==> src/tlptm_pkg.sv <==
`default_nettype none

package tlptm_pkg;

  // Table store sizing
  localparam int NUM_TABLES  = 64;
  localparam int IDX_W       = 10;
  localparam int OFS_W       = 12;
  localparam int FRAME_W     = 20;
  localparam int DIR_DEPTH   = 1024;
  localparam int TBL_ENTRIES = 1024;
  localparam int SLOT_W      = (NUM_TABLES > 1) ? $clog2(NUM_TABLES) : 1;
  localparam int NF_W        = $clog2(NUM_TABLES + 1);
  localparam int TBL_AW      = SLOT_W + IDX_W;
  localparam int TBL_DEPTH   = NUM_TABLES * TBL_ENTRIES;

  // Directory entry: {slot, user, writable, present}
  localparam int DIR_W  = SLOT_W + 3;
  localparam int ENT_P  = 0;
  localparam int ENT_WR = 1;
  localparam int ENT_U  = 2;

  // Virtual address fields
  localparam int DI_LSB = OFS_W + IDX_W;
  localparam int TI_LSB = OFS_W;

  typedef enum logic [1:0] {
    OP_MAP   = 2'd0,
    OP_UNMAP = 2'd1,
    OP_XLATE = 2'd2,
    OP_NOP   = 2'd3
  } op_t;

  typedef enum logic [1:0] {
    ST_CLEAR,
    ST_IDLE,
    ST_LOOK,
    ST_READ
  } state_t;

  typedef enum logic [1:0] {
    RES_ZERO,
    RES_MAPPED,
    RES_OOT,
    RES_XLATE
  } res_t;

  typedef struct packed {
    logic clr_step;
    logic capture;
    logic dir_alloc;
    logic tbl_wr_map;
    logic tbl_wr_clr;
    logic tbl_rd;
    logic out_load;
    res_t res;
  } cmd_t;

  typedef struct packed {
    op_t  op;
    logic dir_present;
    logic tables_left;
    logic out_free;
    logic clr_last;
  } sts_t;

endpackage

`default_nettype wire

==> src/tlptm_ctrl.sv <==
`default_nettype none

module tlptm_ctrl (
  input  wire logic             clk,
  input  wire logic             rst_n,
  input  wire logic             in_valid,
  output logic                  in_ready,
  input  wire tlptm_pkg::sts_t  sts,
  output tlptm_pkg::cmd_t       cmd
);

  tlptm_pkg::state_t state_r, state_nxt;

  // State register
  always_ff @(posedge clk) begin
    if (!rst_n) begin
      state_r <= tlptm_pkg::ST_CLEAR;
    end else begin
      state_r <= state_nxt;
    end
  end

  // Next state and commands
  always_comb begin
    state_nxt = state_r;
    in_ready  = 1'b0;
    cmd       = '0;
    cmd.res   = tlptm_pkg::RES_ZERO;
    unique case (state_r)
      tlptm_pkg::ST_CLEAR: begin
        cmd.clr_step = 1'b1;
        if (sts.clr_last) begin
          state_nxt = tlptm_pkg::ST_IDLE;
        end
      end
      tlptm_pkg::ST_IDLE: begin
        in_ready = 1'b1;
        if (in_valid) begin
          cmd.capture = 1'b1;
          state_nxt   = tlptm_pkg::ST_LOOK;
        end
      end
      tlptm_pkg::ST_LOOK: begin
        // directory entry is ready; hold while the result slot is full
        if (sts.out_free) begin
          state_nxt = tlptm_pkg::ST_IDLE;
          unique case (sts.op)
            tlptm_pkg::OP_MAP: begin
              if (sts.dir_present) begin
                cmd.tbl_wr_map = 1'b1;
                cmd.out_load   = 1'b1;
                cmd.res        = tlptm_pkg::RES_MAPPED;
              end else if (sts.tables_left) begin
                cmd.dir_alloc  = 1'b1;
                cmd.tbl_wr_map = 1'b1;
                cmd.out_load   = 1'b1;
                cmd.res        = tlptm_pkg::RES_MAPPED;
              end else begin
                cmd.out_load = 1'b1;
                cmd.res      = tlptm_pkg::RES_OOT;
              end
            end
            tlptm_pkg::OP_UNMAP: begin
              cmd.tbl_wr_clr = sts.dir_present;
              cmd.out_load   = 1'b1;
            end
            tlptm_pkg::OP_XLATE: begin
              if (sts.dir_present) begin
                cmd.tbl_rd = 1'b1;
                state_nxt  = tlptm_pkg::ST_READ;
              end else begin
                cmd.out_load = 1'b1;
              end
            end
            default: begin
              cmd.out_load = 1'b1;
            end
          endcase
        end
      end
      tlptm_pkg::ST_READ: begin
        if (sts.out_free) begin
          cmd.out_load = 1'b1;
          cmd.res      = tlptm_pkg::RES_XLATE;
          state_nxt    = tlptm_pkg::ST_IDLE;
        end
      end
      default: begin
        state_nxt = tlptm_pkg::ST_CLEAR;
      end
    endcase
  end

endmodule

`default_nettype wire
==> config.mk <==
export PLATFORM = sky130hd
export DESIGN_NAME = tlptm_ctrl
export DESIGN_NICKNAME = d
export VERILOG_FILES = /design/src/tlptm_pkg.sv /design/src/tlptm_ctrl.sv
export SDC_FILE = /design/constraint.sdc
export NUM_CORES = 1
export LEC_CHECK = 0
export BUFFER_PORTS_ARGS = -buffer_cell sky130_fd_sc_hd__buf_2
export CAP_MARGIN = 20
export CELL_PAD_IN_SITES_DETAIL_PLACEMENT = 1
export CELL_PAD_IN_SITES_GLOBAL_PLACEMENT = 1
export CORE_AREA = 2 2 39 41
export DETAILED_ROUTE_END_ITERATION = 6
export DIE_AREA = 0 0 41 43
export PLACE_DENSITY = 0.76
export SYNTH_ARGS = -nofsm -noshare
export SYNTH_HDL_FRONTEND = slang
export SYNTH_SLANG_ARGS = --single-unit
export TNS_END_PERCENT = 20
==> constraint.sdc <==
create_clock -name clk -period 3.2 [get_ports clk]
set_clock_uncertainty 0.2 [all_clocks]
set_input_delay 0.16 -clock clk [delete_from_list [all_inputs] [get_ports clk]]
set_output_delay 0.16 -clock clk [all_outputs]
set_load 0.01 [all_outputs]
; After elaboration in Yosys (flattened, before gate mapping)
; Cells that the tools add are included.
[totals]
register_bits = 2
word_cells = 40
[op_classes]
n_reduce_logical = 3
n_mux = 27
eq_ne = 9
[ops]
columns = cell, count
row1 = $mux 2, 11
row2 = $mux 1, 10
row3 = $ne 2x2->1 const B, 4
row4 = $pmux 2 s4, 1
row5 = $mux 7, 1
row6 = $eq 2x2->1 const B, 3
row7 = $pmux 3 s2, 1
row8 = $eq 2x1->1 const B, 2
row9 = $logic_not 2->1, 2
row10 = $mux 4, 1
row11 = $reduce_and 4->1, 1
row12 = $mux 3, 1
row13 = $pmux 1 s2, 1

; Logic depth before layout (Yosys ltp)
; Gate-level depths: netlist of run 1.
[depth]
word_depth = 5
ltp_mapped = 5
mapped_depth_nobuf = 5

; Least setup slack after synthesis of run 1
; Ideal clock, no wire load.
[synth_timing]
kind = flip-flop to output port
from = reg state_r[0]
to = out cmd[1] in the netlist's numbering
stages_incl_launch_ff = 6
slack_ps = 1455
t_arrival_ps = 1385
cell_sequence = dfxtp_1 -> inv_1 -> ha_1 -> nand2_2 -> or3_4 -> o31ai_1
[synth_lines]
columns = element, line
row1 = "start, declared", tlptm_ctrl.sv:12  ; tlptm_pkg::state_t state_r, state_nxt;
row2 = "start signal, assigned", tlptm_ctrl.sv:17  ; state_r <= tlptm_pkg::ST_CLEAR;
row3 = "start signal, assigned", tlptm_ctrl.sv:19  ; state_r <= state_nxt;
row4 = "end, declared", tlptm_ctrl.sv:9  ; output tlptm_pkg::cmd_t cmd

==> impl_metrics.tcl, run 1 <==
set metrics [dict create \
    synth_top_family_by_area "simple AND/OR/NAND/NOR gates" \
    drt_first_pass_iters 2 \
    cellPowerDensity_mw_per_mm2 336 \
    totalWireLength_um 806 \
    power_switching_mw 0.0492 \
    grt_max_degree 7 \
    reg_top3 "state_r: 2 flops" \
    cts.reportedPaths.clkPinSlew_ns 0.03 \
    place.port_buffers 18 \
    timing.slew.headroom_pct 79.7 \
    routed-via-count 357 \
    clockBufferDepth 2 \
    clockPowerShare_pct 36.4 \
    share_comb_of_total_power_pct 41.5 \
    cts-htree-levels 1 \
    clockRootBuffer "clkbuf_4" \
    grt_first_pass_wirelength_mm 1.26 \
    antennaDiodeCount 0 \
    insertion_delay_ns 0.22 \
    fin_worst_hold_slack_ns 0.191 \
    critical_path.cell_chain "inv_1, ha_1, nand2_2, or3_4, o31ai_1, buf_2" \
    final.period_utilization_pct 66.7 \
    setup_violations 0 \
    worst_slew_pin_slew_ns 0.301 \
    global_route.usage.met3_pct 3.66 \
    ys_types 23 \
    final_setup_tns_ns 0 \
    synthArstFlopShare_pct 0 \
    critical_path_arrival_ns 1.77 \
    iteration_0_drc_count_of_the_detailed_router 3 \
    synthesis.instances 39 \
    grt_peak_use_layer "met2" \
    cts_tree "done" \
    max_reg_flops 2 \
    synth-seq-cells 2 \
    cts_hold_repair.buffers 1 \
    start_util_pct 21.4 \
    register_area_um2 40.0 \
    vias_in_the_first_global_route 340 \
    criticalPathCategory "reg2out" \
    core_area_mm2 0.00138 \
    cts-resized-gates 0 \
    crit_slowest_cell "or3_4" \
    grt_use_met1_pct 10.8 \
    relative_contribution_of_sequential_cells_to_total_power_pct 22.1 \
    rsz0062_at_grt "false" \
    hp-class "in2reg" \
    place.gp.congestion 0.778 \
    timing.final.max_slew_violations 0 \
    avgRoutedWirePerCell_um 10.5 \
    synth_ff_type "dfxtp_1" \
    drt-vias-per-instance 4.64 \
    rows 14 \
    grt_util_all_layers_pct 10.4 \
    drive_above_1_share_pct 39.3 \
    place.detailed.hpwl_um 711 \
    fillCellCount 180 \
    swShare_pct 33.3 \
    synth_simple_gate_area_share_pct 38.8 \
    avgSynthCellArea_um2 7.60 \
    grt_antenna_before_repair 0 \
    die_area_mm2 0.00176 \
    synth_xor_area_share_pct 0 \
    timing.critical_path.from_type "flop" \
    cts.sink_count 2 \
    synth-edff-count 0 \
    cts_post_setup_buffers_inserted 0 \
    worstPathMaxFanout 5 \
    area.growth.synth_to_final_pct 48.1 \
    cts_buffers 3 \
    grt_use_met2_pct 17.8 \
    chipHeight_um 43 \
    die_w_um 41 \
    worstPathRequired_ns 2.84 \
    utilization_pct 31.7 \
    synth-seq-area-share_pct 13.5 \
    max_cap_violations 0 \
    residual_antenna_violating_net_count_after_detailed_routing 0 \
    totalPowerFinal_mw 0.148 \
    timing.final.hold_violations 0 \
    internal-power_mw 0.0985 \
    proportion_of_synthesized_area_in_mux_cells_pct 0 \
    registers.top_by_ff_count "state_r" \
    synth_adder_area_share_pct 21.1 \
    endpoint_kind "primary output" \
    nNetsFinal 77 \
    grt.overflow.total 0 \
    drcViolationCount 0 \
    synth_warnings 0 \
    vdd_drop_max_uv 146 \
    timing.final.crit_period_ns 2.13 \
    design.portCount 19 \
    postSynthNetCount 53 \
    multi_input_comb_area_um2 245 \
    syn_area_um2 297 \
    clock.fmax_mhz 468 \
    synth_compound_gate_area_share_pct 22.8 \
    cpPeakStageDelay_ns 0.35 \
    result_of_the_run "finished, final reports clean" \
    power.leakage_nw 0.223 \
]
-- layout by cell type (no fill, tap or decap), drive strengths merged, types with 2 or more instances in the layout --
| cell type | Yosys | layout |
|---|---|---|
| dfxtp | 2 | 2 |
| nand2 | 4 | 4 |
| o31ai | 3 | 3 |
| inv | 3 | 3 |
| nand2b | 2 | 2 |
| buf | 0 | 18 |
| clkbuf | 0 | 3 |
| nor2 | 3 | 3 |
| nor2b | 3 | 3 |
| ha | 5 | 5 |
-- final cells by class --
class / instances / share of cell area, %
repair buffers: 19 / 22.8
flip-flops and latches: 2 / 9.12
multi-input cells: 34 / 55.8
clock buffers: 3 / 5.13
inverters: 3 / 2.56
well taps: 16 / 4.56
-- kinds of logic after synthesis --
group	count (synthesis)
and+or+nand+nor	20
DFF	2
buffers and inverters	3
adders and majority gates	5
AOI/OAI and AO/OA	9
-- metrics by stage --
step           std cells  cell area [um^2]  setup slack (ns)
4_1_cts               77               439              1.02
6_report              77               439              1.07
5_1_grt               77               439             0.976
2_1_floorplan         39               297              1.45
3_5_place_dp          73               407              1.26
3_3_place_gp          73               407              1.40
-- critical path, delay by kind of cell, from the launching register on --
| kind | cells | cell delay, ns |
|---|---|---|
| simple gates | 2 | 0.43 |
| flops | 1 | 0.33 |
| buf+inv | 2 | 0.30 |
| fa+ha+maj | 1 | 0.25 |
| compound gates | 1 | 0.25 |
-- path summary, 6_finish.rpt --
kind	startpoint	endpoint	slack, ns	depth (start not counted)
setup reg to reg	state_r[0]	state_r[1]	1.47	5
setup / recovery	state_r[0]	cmd[1]	1.07	6
hold reg to reg	state_r[1]	state_r[1]	0.35	2
hold / removal	sts[0]	state_r[1]	0.19	4
-- metal layers --
layer / up-vias / share of wire (%)
li1: 184 / -
met3: 0 / 12
met4: 0 / 0
met5: - / 0
met1: 156 / 43
met2: 17 / 45
-- power by group through the flow --
stage	Clock, mW	Sequential, mW	Combinational, mW
5_1_grt	0.0592	0.0331	0.0706
6_report	0.0537	0.0327	0.0613
3_5_place_dp	0	0.0331	0.0610
3_3_place_gp	0	0.0325	0.0615
2_1_floorplan	0	0.0320	0.0392
4_1_cts	0.0572	0.0328	0.0625
-- cell usage after synthesis (2+ instances only) --
| master | count | area share (%) |
|---|---|---|
| nor2_1 | 3 | 3.8 |
| nand2_1 | 3 | 3.8 |
| o31ai_1 | 3 | 7.6 |
| nor2b_1 | 3 | 6.3 |
| nand2b_1 | 2 | 4.2 |
| inv_1 | 3 | 3.8 |
| ha_1 | 5 | 21 |
| dfxtp_1 | 2 | 14 |
Note: power is estimated with default switching activity, not from simulation.
==> run 2, diff against run 1 <==
--- a/config.mk
+++ b/config.mk
@@ -12,7 +12,7 @@
 export CORE_AREA = 2 2 39 41
 export DETAILED_ROUTE_END_ITERATION = 6
 export DIE_AREA = 0 0 41 43
-export PLACE_DENSITY = 0.76
+export PLACE_DENSITY = 0.79
 export SYNTH_ARGS = -nofsm -noshare
 export SYNTH_HDL_FRONTEND = slang
 export SYNTH_SLANG_ARGS = --single-unit
==> constraint.sdc (replaced) <==
create_clock -name clk -period 1.75 [get_ports clk]
set_clock_uncertainty 0.2 [all_clocks]
set_input_delay 0.0875 -clock clk [delete_from_list [all_inputs] [get_ports clk]]
set_output_delay 0.0875 -clock clk [all_outputs]
set_load 0.01 [all_outputs]
==> impl_metrics.tcl, run 2 (synthesis results as in run 1) <==
set metrics [dict create \
    drt_first_pass_iters 4 \
    drive_above_1_share_pct 53.0 \
    totalWireLength_um 922 \
    chipHeight_um 43 \
    drcViolationCount 0 \
    endpoint_kind "primary output" \
    maxUsedRoutingLayer "met3" \
    placed_cell_count 76 \
    met3WireLength_um 91 \
    timing.reg2reg.worst_path_depth 7 \
    drt-vias-per-instance 4.70 \
    residual_antenna_violating_net_count_after_detailed_routing 0 \
    place.detailed.hpwl_um 737 \
    vias_in_the_first_global_route 369 \
    timing.slew.headroom_pct 80.3 \
    layout.cells.most_common_list "18 x buf_2, 5 x buf_4, 4 x ha_1" \
    cts_tree "done" \
    die_area_mm2 0.00176 \
    place_worst_setup_slack_ns 0.0839 \
    insertion_delay_ns 0.22 \
    start_of_the_worst_register_to_register_path "state_r[0]" \
    timing.final.crit_period_ns 1.77 \
    result_of_the_run "complete, but fails checks" \
    grt_util_all_layers_pct 11.7 \
    cts-htree-levels 1 \
    r2r_end "state_r[1]" \
    place.port_buffers 18 \
    worstPathMaxFanout 4 \
    final_setup_tns_ns -0.0264 \
    vdd_drop_max_uv 441 \
    clockRootBuffer "clkbuf_4" \
    power.leakage_nw 0.260 \
    timing.final.hold_violations 0 \
    grt_first_pass_wirelength_mm 1.44 \
    cts_buffers 3 \
    routed-via-count 385 \
    grt.overflow.total 0 \
    cts.sink_count 2 \
    rows 14 \
    cp-endpoint "cmd[1]" \
    postLayoutSetupSlackWorst_ns -0.0234 \
    hold_depth 4 \
    registers.top_by_ff_count "state_r" \
    avgRoutedWirePerCell_um 11.2 \
    final.period_utilization_pct 101 \
    core_area_mm2 0.00138 \
    worstPathRequired_ns 1.46 \
    grt_max_degree 7 \
    worst_slew_pin_slew_ns 0.292 \
    start_util_pct 21.4 \
    totalPowerFinal_mw 0.304 \
    ff2ff_setup_slack_ns 0.08 \
    max_reg_flops 2 \
    antennaDiodeCount 0 \
    grt_antenna_before_repair 0 \
    critical_path_arrival_ns 1.49 \
    cts.reportedPaths.clkPinSlew_ns 0.03 \
    die_w_um 41 \
    setup.worst_path.start "state_r[0]" \
    nNetsFinal 82 \
    clockBufferDepth 2 \
    place.gp.congestion 0.717 \
    met2_wirelength_um 460 \
    timing.final.max_slew_violations 0 \
    final_cell_count_no_fill 82 \
    wl_met1_um 370 \
    timing.critical_path.from_type "flop" \
    commonest_non_fill_non_tap_cell_in_the_layout "buf_2" \
    violations "negative setup slack" \
    design.portCount 19 \
    rsz0062_at_grt "true" \
    clock.fmax_mhz 564 \
    hp-class "in2reg" \
    cellPowerDensity_mw_per_mm2 600 \
    reg_top3 "state_r: 2 flops" \
    max_cap_violations 0 \
    setup_violations 2 \
    iteration_0_drc_count_of_the_detailed_router 3 \
    area.growth.synth_to_final_pct 70.9 \
    criticalPathCategory "reg2out" \
]
[run 2: through the flow]
| stage | utilization (%) | hold WS (ns) | instance area [um^2] |
|---|---|---|---|
| 4_1_cts | 36.3 | 0.113 | 502 |
| 6_report | 36.6 | 0.115 | 507 |
| 3_5_place_dp | 31.0 | 0.160 | 429 |
| 2_1_floorplan | - | 0.0245 | 297 |
| 5_1_grt | 36.6 | 0.146 | 507 |
| 3_3_place_gp | 31.0 | 0.150 | 429 |
[run 2: worst min-delay path by stage]
stage,slack (ns),startpoint,endpoint
4_1_cts,0.11,sts[0],state_r[1]
5_1_grt,0.15,sts[0],state_r[1]
6_report,0.12,sts[0],state_r[1]
3_5_place_dp,0.16,rst_n,state_r[0]
2_1_floorplan,0.02,sts[3],cmd[6]
3_3_place_gp,0.15,rst_n,state_r[0]
[run 2: per-layer routing]
metal	vias up	GRT usage (%)
met5	-	0
met4	0	2.00
met3	0	5.76
met2	17	20.3
met1	171	12.1
li1	197	-
[run 2: cell type report]
cell class              instances  area [um^2]
inverters                       3         11.3
repair buffers                 24          138
fillers                       180          877
multi-input cells              34          273
flip-flops and latches          2         42.5
well taps                      16         20.0
clock buffers                   3         22.5
[run 2: report_power, final]
group          switching [mW]  internal (mW)
combinational          0.0721         0.0729
clock                  0.0246         0.0755
sequential            0.00516         0.0539
[run 2: critical path: stages (launching register included)]
cell and delay, ns:
dfxtp_2 0.31, inv_2 0.07, ha_4 0.15, nand2_4 0.05, or3_4 0.35, o31ai_2 0.17, buf_2 0.16
[run 2: repair_timing]
| item | CTS | global route |
|---|---|---|
| hold buffers | 1 | 0 |
| setup endpoints to repair | 4 | 4 |
| gates resized for setup | 7 | 1 |
| setup buffers | 2 | 0 |
| endpoints found under the hold margin | 2 | 0 |
| pin swaps | 1 | 1 |
==> run 3, diff against run 2 <==
--- a/config.mk
+++ b/config.mk
@@ -5,14 +5,14 @@
 export SDC_FILE = /design/constraint.sdc
 export NUM_CORES = 1
 export LEC_CHECK = 0
-export BUFFER_PORTS_ARGS = -buffer_cell sky130_fd_sc_hd__buf_2
 export CAP_MARGIN = 20
 export CELL_PAD_IN_SITES_DETAIL_PLACEMENT = 1
 export CELL_PAD_IN_SITES_GLOBAL_PLACEMENT = 1
 export CORE_AREA = 2 2 39 41
 export DETAILED_ROUTE_END_ITERATION = 6
 export DIE_AREA = 0 0 41 43
-export PLACE_DENSITY = 0.79
+export DONT_BUFFER_PORTS = 1
+export PLACE_DENSITY = 0.6
 export SYNTH_ARGS = -nofsm -noshare
 export SYNTH_HDL_FRONTEND = slang
 export SYNTH_SLANG_ARGS = --single-unit
==> impl_metrics.tcl, run 3 (synthesis results as in run 1) <==
set metrics [dict create \
    result_of_the_run "complete, but fails checks" \
    violations "negative setup slack" \
    worst_slew_pin_slew_ns 0.355 \
    place.detailed.hpwl_um 688 \
    max_cap_violations 0 \
    reg_top3 "state_r: 2 flops" \
    clock.fmax_mhz 571 \
    endpoint_kind "primary output" \
    worstPathRequired_ns 1.46 \
    cts.reportedPaths.clkPinSlew_ns 0.03 \
    die_w_um 41 \
    final_cell_count_no_fill 71 \
    chipHeight_um 43 \
    registers.top_by_ff_count "state_r" \
    grt_util_all_layers_pct 10.6 \
    vias_in_the_first_global_route 388 \
    hp-class "in2reg" \
    cpPeakStageDelay_ns 0.36 \
    rows 14 \
    cts-htree-levels 1 \
    timing.final.crit_period_ns 1.75 \
    layout.cells.most_common_list "10 x buf_4, 4 x ha_1" \
    timing.final.max_slew_violations 0 \
    cellPowerDensity_mw_per_mm2 605 \
    drt-vias-per-instance 5.01 \
    commonest_non_fill_non_tap_cell_in_the_layout "buf_4" \
    drcViolationCount 0 \
    utilization_pct 34.5 \
    antennaDiodeCount 0 \
    grt_antenna_before_repair 0 \
    routed-via-count 356 \
    area.growth.synth_to_final_pct 61.2 \
    nNetsFinal 71 \
    vdd_drop_max_uv 464 \
    place.port_buffers 0 \
    drive_above_1_share_pct 40.0 \
    grt_first_pass_wirelength_mm 1.37 \
    cts_buffers 3 \
    multi_input_comb_area_um2 277 \
    register_area_um2 42.5 \
    final.period_utilization_pct 100 \
    fillCellCount 177 \
    critical_path_arrival_ns 1.46 \
    clockRootBuffer "clkbuf_4" \
    fin_worst_hold_slack_ns 0.00978 \
    criticalPathCategory "reg2out" \
    place_worst_setup_slack_ns 0.0715 \
    totalWireLength_um 865 \
    setup_violations 1 \
    grt.overflow.total 0 \
    residual_antenna_violating_net_count_after_detailed_routing 0 \
    cts.sink_count 2 \
    placed_cell_count 63 \
    insertion_delay_ns 0.22 \
    critical_path.cell_chain "inv_2, ha_4, nand2_2, or3_4, o31ai_4, buf_4" \
    clockBufferDepth 2 \
    max_reg_flops 2 \
    grt_max_degree 7 \
    core_area_mm2 0.00138 \
    power.leakage_nw 0.203 \
    rsz0062_at_grt "true" \
    totalPowerFinal_mw 0.289 \
    postLayoutSetupSlackWorst_ns -0.00185 \
    timing.slew.headroom_pct 76.1 \
    iteration_0_drc_count_of_the_detailed_router 0 \
    place.gp.congestion 0.695 \
    timing.final.hold_violations 0 \
    avgRoutedWirePerCell_um 12.2 \
    timing.critical_path.from_type "flop" \
    start_util_pct 21.4 \
    cts_tree "done" \
    design.portCount 19 \
    crit_slowest_cell "or3_4" \
    die_area_mm2 0.00176 \
    drt_first_pass_iters 1 \
    worstPathMaxFanout 4 \
]
[run 3: metal layers]
| metal | GRT usage, % | part of all wire, % | vias up |
|---|---|---|---|
| met4 | 0 | 0 | 0 |
| met1 | 10.8 | 37 | 171 |
| met5 | 0 | 0 | - |
| met3 | 2.09 | 8.0 | 0 |
| met2 | 21.3 | 55 | 13 |
| li1 | - | - | 172 |
[run 3: repair_timing]
action                                 4_1_cts  5_1_grt
resized for setup                            7        2
hold buffers                                 3        0
endpoints found under the hold margin        2        0
setup buffers                                2        0
pin swaps                                    0        1
setup endpoints to repair                    4        4
[run 3: per-stage QoR]
stage	instance area, um^2	setup TNS [ns]
floorplan	297	0
global placement	377	0
detailed placement	377	0
CTS	469	-0.0151
global route	478	-0.186
finish	478	-0.00185
[run 3: worst paths after layout]
| kind | start | to | slack (ns) | cells after the start |
|---|---|---|---|---|
| setup reg to reg | state_r[0] | state_r[1] | 0.09 | 6 |
| hold reg to reg | state_r[1] | state_r[1] | 0.35 | 2 |
| hold / removal | in_valid | state_r[1] | 0.01 | 3 |
| setup / recovery | state_r[0] | cmd[1] | -0.002 | 6 |
[run 3: final cells by class]
cell class / count / share of cell area, %
multi-input combinational: 34 / 57.9
tap: 16 / 4.19
inverter: 3 / 2.36
timing repair buffer: 13 / 22.0
clock buffer: 3 / 4.71
sequential: 2 / 8.90
[run 3: power breakdown]
group          leakage (nW)  switching, mW  internal [mW]
registers            0.0172        0.00563         0.0539
clock network        0.0138         0.0222         0.0754
logic                 0.172         0.0636         0.0682
total                 0.203         0.0915          0.197
[run 3: critical path, delay by kind of cell, from the launching register on]
family          cells  cell delay [ns]
compound gates      1             0.17
fa+ha+maj           1             0.14
simple gates        2             0.41
buf+inv             2             0.22
flops               1             0.31
